`src/hw/rtl/bucket_select_pass_defines.svh`:
```
// ----------------------------------------------------------------------------
// bucket_select_pass_defines
// Assertion macros used by bsp_back of the bucket select pass RTL.
// ----------------------------------------------------------------------------
`ifndef BUCKET_SELECT_PASS_DEFINES_SVH
`define BUCKET_SELECT_PASS_DEFINES_SVH

// Same-cycle implication, disabled while reset is asserted
`define BSP_ASSERT_IMP(lbl, clk, rst_n, ante, cons, msg) \
    lbl: assert property (@(posedge clk) disable iff (!(rst_n)) (ante) |-> (cons)) \
        else $error(msg);

// Next-cycle implication, disabled while reset is asserted
`define BSP_ASSERT_NXT(lbl, clk, rst_n, ante, cons, msg) \
    lbl: assert property (@(posedge clk) disable iff (!(rst_n)) (ante) |=> (cons)) \
        else $error(msg);

`endif

```
`src/hw/rtl/bsp_queue.sv`:
```
`timescale 1ns / 1ps
// ----------------------------------------------------------------------------
// bsp_queue
// Two-entry queue between the classifier and the histogram engine.
// ----------------------------------------------------------------------------
module bsp_queue #(
    parameter int W = 41
) (
    input  logic         i_clk,
    input  logic         i_rst_n,
    input  logic         i_push,
    input  logic [W-1:0] i_wdata,
    input  logic         i_pop,
    output logic [W-1:0] o_rdata,
    output logic         o_full,
    output logic         o_empty
);
    logic [W-1:0] r_mem [2];
    logic         r_wptr;
    logic         r_rptr;
    logic [1:0]   r_cnt;

    assign o_full  = (r_cnt == 2'd2);
    assign o_empty = (r_cnt == 2'd0);
    assign o_rdata = r_mem[r_rptr];

    // Advance pointers and count
    always_ff @(posedge i_clk) begin
        if (!i_rst_n) begin
            r_wptr <= 1'b0;
            r_rptr <= 1'b0;
            r_cnt  <= 2'd0;
        end else begin
            if (i_push) begin
                r_wptr <= !r_wptr;
            end
            if (i_pop) begin
                r_rptr <= !r_rptr;
            end
            if (i_push && !i_pop) begin
                r_cnt <= r_cnt + 2'd1;
            end else if (i_pop && !i_push) begin
                r_cnt <= r_cnt - 2'd1;
            end
        end
    end

    // Store entry
    always_ff @(posedge i_clk) begin
        if (i_push) begin
            r_mem[r_wptr] <= i_wdata;
        end
    end
endmodule

```
`config.mk`:
```
export PLATFORM = sky130hd
export DESIGN_NAME = bsp_queue
export DESIGN_NICKNAME = d
export VERILOG_FILES = /design/src/hw/rtl/bucket_select_pass_defines.svh /design/src/hw/rtl/bsp_queue.sv
export SDC_FILE = /design/constraint.sdc
export NUM_CORES = 1
export LEC_CHECK = 0
export ABC_CLOCK_PERIOD_IN_PS = 3800
export BUFFER_PORTS_ARGS = -buffer_cell sky130_fd_sc_hd__buf_2
export CORE_ASPECT_RATIO = 1.25
export CORE_MARGIN = 5
export CORE_UTILIZATION = 40
export CTS_CLUSTER_SIZE = 28
export DETAILED_ROUTE_END_ITERATION = 10
export HOLD_SLACK_MARGIN = 0.05
export PLACE_DENSITY = 0.62
export SLEW_MARGIN = 20
export SYNTH_ARGS = -nofsm -noshare
export SYNTH_HDL_FRONTEND = slang
export SYNTH_SLANG_ARGS = --single-unit
```
`constraint.sdc`:
```
create_clock -name i_clk -period 3.8 [get_ports i_clk]
set_input_delay 0.57 -clock i_clk [delete_from_list [all_inputs] [get_ports i_clk]]
set_output_delay 0.57 -clock i_clk [all_outputs]
set_load 0.01 [all_outputs]
```
## Yosys cells after proc, flatten, opt, wreduce, memory -nomap -nowiden

Memories as Yosys holds them, arrays and structs flattened. A register that Yosys moved wholly into a read port is not among the register bits.
Index checks and enable logic that the tools add are counted.

- Bits in registers: 4
- Bits in writable memories: 82
- Output and inout port bits: 43
- Logic and storage cells: 21
- Memories: 1

- Add/subtract/negate cells: 2
- Equality and inequality tests: 1
- Mux-type cells: 6
- Reduce and logical (&&, ||, !) cells: 8

Memory list:

| name | words | width | rd ports | clocked after memory_dff | write ports | line | source |
|---|---|---|---|---|---|---|---|
| r_mem | 2 | 41 | 1 | 1 | 1 | bsp_queue.sv:18 | `logic [W-1:0] r_mem [2];` |

Operators with widths:

| operator | number |
|---|---|
| zero test 1 bit | 4 |
| two-way mux 1 bit | 4 |
| two-way mux 2 bit | 2 |
| adder 2 x 1 -> 2 bit (second input constant) | 1 |
| equality test 2 bit (second input constant) | 1 |
| logical AND 1 bit | 2 |
| zero test 2 bit | 1 |
| nonzero test 2 bit | 1 |
| subtractor 2 x 1 -> 2 bit (second input constant) | 1 |

## Depth between registers and ports, before layout

Gate-level depths: netlist of the first run.

- Word-level depth: 4
- Depth in mapped cells: 5
- Mapped depth without buffers: 5

## Worst setup path after synthesis of the first run

OpenSTA, ideal clock, no wires.

- Path type: input -> register
- Start point: input i_push
- End point: memory r_mem[0][0], enable pin
- Data arrival time: 2.433 ns
- Slack: 0.922 ns
- Stages: 1
- Buffers on the path: 0
- Cell sequence: nor2b_1

- Longest elaborated chain between the ends: 2

Ends and longest elaborated chain:

| item | line | source |
|---|---|---|
| start, declared | bsp_queue.sv:11 | `input logic i_push,` |
| two-way mux 1 bit | bsp_queue.sv:50 | `if (i_push) begin` |
| two-way mux 1 bit (not written as such) | bsp_queue.sv:51 | `r_mem[r_wptr] <= i_wdata;` |
| end, declared | bsp_queue.sv:18 |  |

No other way between the ends.

==> reports/metrics.yaml, run 1 <==
post_cts_buffers: 0
worst_slew_pin_slew_ps: 1010
worstPathCellList: "mux2_2 > buf_2"
worstPathMaxFanout: 41
grt_pass1_wl_um: 8270
peakVddDrop_mv: 0.226
final_util_pct: 50.2
coreArea_mm2: 0.00775
setup_viol: 0
cts_tree: "yes"
place_hpwl_um: 3650
grt_max_degree: 42
routed-wl-met3_um: 308
fp.dieH_um: 110
rsz0062_at_grt: "false"
min_from: "i_wdata[22]"
regArea_mm2: 0.00256
dieArea_mm2: 0.00981
critPathLaunchType: "flop"
rows: 36
crit_arrival_ps: 1910
cap_violations: 0
drive_above_1_share_pct: 57.4
synth_xor_area_share_pct: 0.829
crit_family: "flip-flops"
p_sw_mw: 0.410
syn_inst: 150
worst_hold_path_type: "input pin to flop"
r2r-start: "r_wptr"
place_congestion: 0.650
cts_max_level: 3
viasPerCell: 4.72
synthSimpleGateAreaFrac_pct: 1.78
routedWlPerCell_um: 16.1
relSlewSlack_pct: 32.7
fin_ws_ps: 1320
hold_violations: 0
cts_hold_buf: 0
final_max_slew_viol_count: 0
fin_tns_setup_ps: 0
synth_fa_ha_area_share_pct: 0.395
die_width_um: 89.6
holdWs_ps: 415
fmax_mhz: 404
end_kind: "output port"
clk_latency_ps: 340
fin_skew_ps: 6.56
num_vias: 1623
start_util_pct: 40.9
wl_um: 5530
synth.distinct_cells: 17
synth_top_family_by_area: "multiplexers"
synth_area_mm2: 0.00317
clk_pin_slew_worst_paths_ps: 80
yosys_register_bits: 87
hold_depth: 1
drtIter0Drc: 43
yosysSeqAreaShare_pct: 80.9
cts_sinks: 87
fillCellCount: 677
topRoutingLayerUsed: "met4"
crit_buf_inv: 1
wl_met2_um: 3000
leakagePower_nw: 1.46
syn_avg_cell_area_um2: 21.1
worstPathRequired_ps: 3230
intPower_mw: 1.48
cts_buffers: 9
fin_crit_sh_pct: 65.1
antenna_found_initial: 0
portBuffers: 87
place_worst_setup_slack_ps: 1630
io_pins: 88
grt-ovfl-total: 0
grt_usage_pct: 11.9
root_buffer: "clkbuf_8"
worst-r2r-setup-slack_ps: 2160
cpMaxStageDelayCell: "dfxtp_2"
switching_share_pct: 21.7
hold-path-endpoint: "r_mem[0][22]"
clkPwrFrac_pct: 29.6
drt_pre_antenna_iters: 4
syn_to_final_growth_pct: 22.7
status: "complete, no violations"
n_antenna_cell: 0
drt-met1-wl_um: 2070
drc: 0
seq_power_share_pct: 59.9
worstReg2RegEnd: "r_mem[0][32]"
fin_nets: 290
power-per-cell-area_mw_per_mm2: 487
final.min_clock_period_ps: 2480
cts_resized: 0
syn_nets: 196
rr_worst_depth: 2
yosys-mux-area-fraction_pct: 14.6
grt_pass1_vias: 1731
critical_path_class: "flop to output port"
multi_input_area_um2: 586
comb_power_share_pct: 10.5
ant_nets: 0
p_total_mw: 1.89
synth_compound_area_share_pct: 0.632
synth-warning-count: 0
clockBufferDepth: 2
cpPeakStageDelay_ps: 960
==> kinds of logic (layout without fill, tap and decap cells) <==
| family | count (synthesis) | count (layout) |
|---|---|---|
| compound gates | 3 | 3 |
| xor+xnor | 3 | 3 |
| fa+ha+maj | 1 | 1 |
| buf+inv | 6 | 105 |
| flops | 87 | 87 |
| mux | 41 | 41 |
| simple gates | 9 | 9 |
==> state kept, by name, summed over array words and instances (netlist names), named ones only <==
register,flops
r_rptr,1
r_mem,82
r_cnt,2
r_wptr,1
==> synth_stat cells (all sizes together) <==
cell	number	area, um^2
edfxtp	82	2460
mux2	41	462
buf	5	25.0
dfxtp	5	100
and2	4	25.0
nor2b	2	12.5
xor2	2	17.5
a21boi	1	7.51
and2b	1	8.76
ha	1	12.5
inv	1	3.75
nor2	1	3.75
o21a	1	7.51
o21ai	1	5.00
or3	1	6.26
xnor2	1	8.76
==> placed cells by master (no fill, tap or decap), drive strengths merged <==
master,netlist,routed
and2,4,4
o21a,1,1
inv,1,1
o21ai,1,1
a21boi,1,1
edfxtp,82,82
ha,1,1
buf,5,88
clkbuf,0,15
mux2,41,41
or3,1,1
and2b,1,1
dfxtp,5,5
clkinv,0,1
xnor2,1,1
nor2b,2,2
nor2,1,1
xor2,2,2
==> power groups by stage <==
stage / clock [mW] / combinational [mW] / sequential, mW
finish: 0.560 / 0.198 / 1.13
global placement: 0 / 0.201 / 1.16
global route: 0.626 / 0.218 / 1.14
floorplan: 0 / 0.127 / 1.14
CTS: 0.584 / 0.204 / 1.14
detailed placement: 0 / 0.203 / 1.16
==> stage by stage <==
stage,instances,cell area [um^2]
finish,344,3890
global route,344,3890
CTS,344,3890
detailed placement,328,3710
global placement,328,3710
floorplan,150,3170
==> worst max path at each step <==
| stage | cells past startpoint | end | slack [ps] |
|---|---|---|---|
| 2_1_floorplan | 1 | r_mem[0][0] | 920 |
| 3_3_place_gp | 2 | o_rdata[36] | 1610 |
| 6_report | 2 | o_rdata[35] | 1320 |
| 3_5_place_dp | 2 | o_rdata[36] | 1630 |
| 5_1_grt | 2 | o_rdata[35] | 1180 |
| 4_1_cts | 2 | o_rdata[36] | 1230 |
==> metal layers <==
metal / global-route usage [%] / vias to the layer above
met4: 7.02 / 0
met5: 0 / -
met2: 19.6 / 46
met3: 3.30 / 11
met1: 13.5 / 801
li1: - / 765
==> layout make-up <==
cell class | count | share of cell area [%]
Clock inverter | 1 | 0.129
Timing Repair Buffer | 88 | 11.4
Sequential cell | 87 | 66.0
Tap cell | 95 | 3.06
Multi-Input combinational cell | 57 | 15.1
Clock buffer | 15 | 4.28
Inverter | 1 | 0.0966
(Power assumes the default switching activity.)
==> run 2: changes to the inputs <==
Settings changed: ABC_CLOCK_PERIOD_IN_PS 3800 to 2240, PLACE_DENSITY 0.62 to 0.64.
Clock period 3.8 ns to 2.24 ns, I/O delays scaled along.
==> reports/metrics.yaml, run 2 (synthesized netlist as in run 1, its figures left out) <==
status: "complete, no violations"
fin_ws_ps: 246
viasPerCell: 4.68
cpMaxStageDelayCell: "dfxtp_2"
fin_crit_sh_pct: 89.0
worst_slew_pin_slew_ps: 441
fin_skew_ps: 7.62
fmax_mhz: 501
post_cts_buffers: 0
portBuffers: 87
num_vias: 1624
grt_usage_pct: 11.8
place_hpwl_um: 3840
place_area_mm2: 0.00376
root_buffer: "clkbuf_8"
n_antenna_cell: 0
cts_sinks: 87
drive_above_1_share_pct: 57.5
antenna_found_initial: 1
rsz0062_at_grt: "false"
worstPathRequired_ps: 1900
fp.dieH_um: 110
drc: 0
worstPathCellList: "buf_12 > mux2_2 > buf_2"
wl_um: 5530
largest_reg_flops: 82
start_util_pct: 40.9
clk_pin_slew_worst_paths_ps: 80
grt_pass1_wl_um: 8410
cpPeakStageDelay_ps: 550
routedWlPerCell_um: 15.9
place_inst: 331
final_max_slew_viol_count: 0
top_regs: "r_mem (82), r_cnt (2)"
die_width_um: 89.6
rows: 36
clk_latency_ps: 340
dieArea_mm2: 0.00981
crit_arrival_ps: 1660
worstPathMaxFanout: 28
place_congestion: 0.663
grt_pass1_vias: 1781
fin_cells: 347
syn_to_final_growth_pct: 23.9
relSlewSlack_pct: 70.6
crit_buf_inv: 2
largest-register: "r_mem"
place_worst_setup_slack_ps: 584
cts_max_level: 3
coreArea_mm2: 0.00775
critical_path_class: "flop to output port"
io_pins: 88
drt_pre_antenna_iters: 3
setup_viol: 0
final_area_mm2: 0.00392
p_total_mw: 3.19
worst_hold_path_type: "input pin to flop"
layout_common_cells: "buf_2 (87), edfxtp_1 (82), mux2_2 (39)"
final_common_cell: "buf_2"
peakVddDrop_mv: 0.496
leakagePower_nw: 1.48
grt_max_degree: 29
cts_hold_buf: 0
cts_buffers: 9
cts_resized: 0
critPathLaunchType: "flop"
ant_nets: 0
fin_tns_setup_ps: 0
final_util_pct: 50.6
drtIter0Drc: 40
cap_violations: 0
holdWs_ps: 173
final.min_clock_period_ps: 1990
cts_tree: "yes"
crit_family: "flip-flops"
clockBufferDepth: 2
grt-ovfl-total: 0
fin_nets: 293
power-per-cell-area_mw_per_mm2: 814
hold_violations: 0
end_kind: "output port"
run 2: cell types whose count changed in the layout (fill, tap and decap cells not counted):
cell	previous run	this run
buf_12	0	2
buf_4	1	2
clkbuf_8	11	10
clkinv_1	0	1
run 2: worst paths after layout:
kind	slack [ps]	from	to	cells after the start
setup / recovery	250	flop	o_rdata[21]	3
hold reg to reg	520	r_cnt[1]	r_cnt[1]	2
hold / removal	170	i_wdata[19]	r_mem[0][19]	1
setup reg to reg	830	r_wptr	r_mem[1][28]	2
run 2: report_power, final:
part	total, mW	internal [mW]	switching [mW]
logic	0.369	0.187	0.181
clock network	0.920	0.430	0.490
registers	1.91	1.87	0.0321
total	3.19	2.49	0.703
run 2: layout make-up:
| cell class | count | area, um^2 |
|---|---|---|
| multi-input combinational | 57 | 586 |
| sequential | 87 | 2560 |
| tap | 95 | 119 |
| timing repair buffer | 91 | 490 |
| inverter | 1 | 3.75 |
| fill | 675 | 3820 |
| clock inverter | 2 | 8.76 |
| clock buffer | 14 | 153 |
run 2: worst register-to-register path, cell delays in order (launching register included):
cell     delay (ps)
dfxtp_1         390
and2_2          450
buf_12          260
run 2: per-layer routing:
layer	vias to the layer above	GRT usage (%)	share of wire [%]
li1	771	-	-
met1	787	13.5	39
met2	53	18.2	50
met3	11	5.77	8.7
met4	2	5.74	1.9
met5	-	0	0.25
==> run 3: changes to the inputs <==
Settings changed: CORE_MARGIN 5 to 2, PLACE_DENSITY 0.64 to 0.71, SLEW_MARGIN 20 to 15.
==> reports/metrics.yaml, run 3 (synthesized netlist as in run 1, its figures left out) <==
status: "complete, no violations"
peakVddDrop_mv: 0.459
leakagePower_nw: 1.48
grt_pass1_wl_um: 8340
cts_sinks: 87
fp.dieH_um: 104
wl_met2_um: 2590
min_from: "i_wdata[2]"
cap_violations: 0
cts_tree: "yes"
clk_latency_ps: 350
syn_to_final_growth_pct: 23.7
place_congestion: 0.652
ant_nets: 0
largest-register: "r_mem"
fmax_mhz: 498
p_total_mw: 3.18
coreArea_mm2: 0.00775
drc: 0
clockBufferDepth: 2
drt_pre_antenna_iters: 4
routedWlPerCell_um: 14.7
final_common_cell: "buf_2"
top_regs: "r_mem (82), r_cnt (2)"
grt_pass1_vias: 1722
grt_usage_pct: 12.9
hold_violations: 0
drtIter0Drc: 35
worstReg2RegEnd: "r_mem[0][20]"
worst_hold_path_type: "input pin to flop"
cts_buffers: 9
grt-ovfl-total: 0
relSlewSlack_pct: 62.0
fin_nets: 292
end_kind: "output port"
largest_reg_flops: 82
hold_depth: 1
cts_max_level: 3
io_pins: 88
worst-r2r-setup-slack_ps: 950
post_cts_buffers: 0
cts_resized: 0
root_buffer: "clkbuf_8"
intPower_mw: 2.49
n_antenna_cell: 0
seq_power_share_pct: 60.0
grt_max_degree: 43
critPathLaunchType: "flop"
power-per-cell-area_mw_per_mm2: 812
worst_slew_pin_slew_ps: 570
fillCellCount: 677
r2r-start: "r_wptr"
antenna_found_initial: 0
place_worst_setup_slack_ps: 554
rows: 36
viasPerCell: 4.69
drive_above_1_share_pct: 57.8
clk_pin_slew_worst_paths_ps: 80
rsz0062_at_grt: "false"
wl_um: 5080
switching_share_pct: 21.7
rr_worst_depth: 2
worstPathMaxFanout: 27
cts_hold_buf: 0
place_hpwl_um: 3290
critical_path_class: "flop to output port"
clkPwrFrac_pct: 28.7
num_vias: 1622
start_util_pct: 40.9
multi_input_area_um2: 586
final.min_clock_period_ps: 2010
topRoutingLayerUsed: "met4"
fin_ws_ps: 233
final_max_slew_viol_count: 0
fin_skew_ps: 7.02
comb_power_share_pct: 11.3
portBuffers: 87
worstPathRequired_ps: 1900
drt-met1-wl_um: 2050
hold-path-endpoint: "r_mem[0][2]"
fin_tns_setup_ps: 0
setup_viol: 0
p_sw_mw: 0.689
routed-wl-met3_um: 347
die_width_um: 83.6
crit_arrival_ps: 1670
regArea_mm2: 0.00256
layout_common_cells: "buf_2 (87), edfxtp_1 (82), mux2_2 (39)"
dieArea_mm2: 0.00865
fin_crit_sh_pct: 89.6
==> run 3: through the flow <==
step,hold WS (ps),cell area (um^2),utilization [%],cells
4_1_cts,148,3920,50.6,346
5_1_grt,145,3920,50.6,346
6_report,173,3920,50.6,346
3_3_place_gp,480,3750,48.5,330
2_1_floorplan,435,3170,-,150
3_5_place_dp,527,3750,48.5,330
==> run 3: layer usage <==
metal | vias to the layer above | track usage [%]
met2 | 54 | 20.9
met5 | - | 0
met3 | 10 | 5.18
li1 | 773 | -
met4 | 0 | 6.57
met1 | 785 | 14.8
==> run 3: final cells by class <==
type / count / share of cell area, %
Sequential cell: 87 / 65.4
Clock buffer: 14 / 3.90
Tap cell: 95 / 3.03
Clock inverter: 2 / 0.256
Timing Repair Buffer: 90 / 12.3
Inverter: 1 / 0.0958
Multi-Input combinational cell: 57 / 14.9
==> run 3: how the worst max path moves through the flow <==
stage	start	end	slack (ps)	cells past startpoint
5_1_grt	flop	o_rdata[37]	100	3
6_report	flop	o_rdata[18]	230	3
3_3_place_gp	flop	o_rdata[18]	590	3
2_1_floorplan	i_push	r_mem[0][0]	370	1
4_1_cts	flop	o_rdata[18]	170	3
3_5_place_dp	flop	o_rdata[10]	550	3
==> run 3: worst max-delay path: stages, from the launching register on <==
cell and delay (ps):
dfxtp_2 570, buf_12 250, mux2_2 360, buf_2 140
==> run 3: power by group through the flow <==
stage / Combinational, mW / Sequential [mW] / Clock, mW
2_1_floorplan: 0.216 / 1.93 / 0
3_3_place_gp: 0.365 / 1.94 / 0
3_5_place_dp: 0.370 / 1.95 / 0
4_1_cts: 0.372 / 1.91 / 0.957
5_1_grt: 0.398 / 1.92 / 1.03
6_report: 0.361 / 1.91 / 0.912
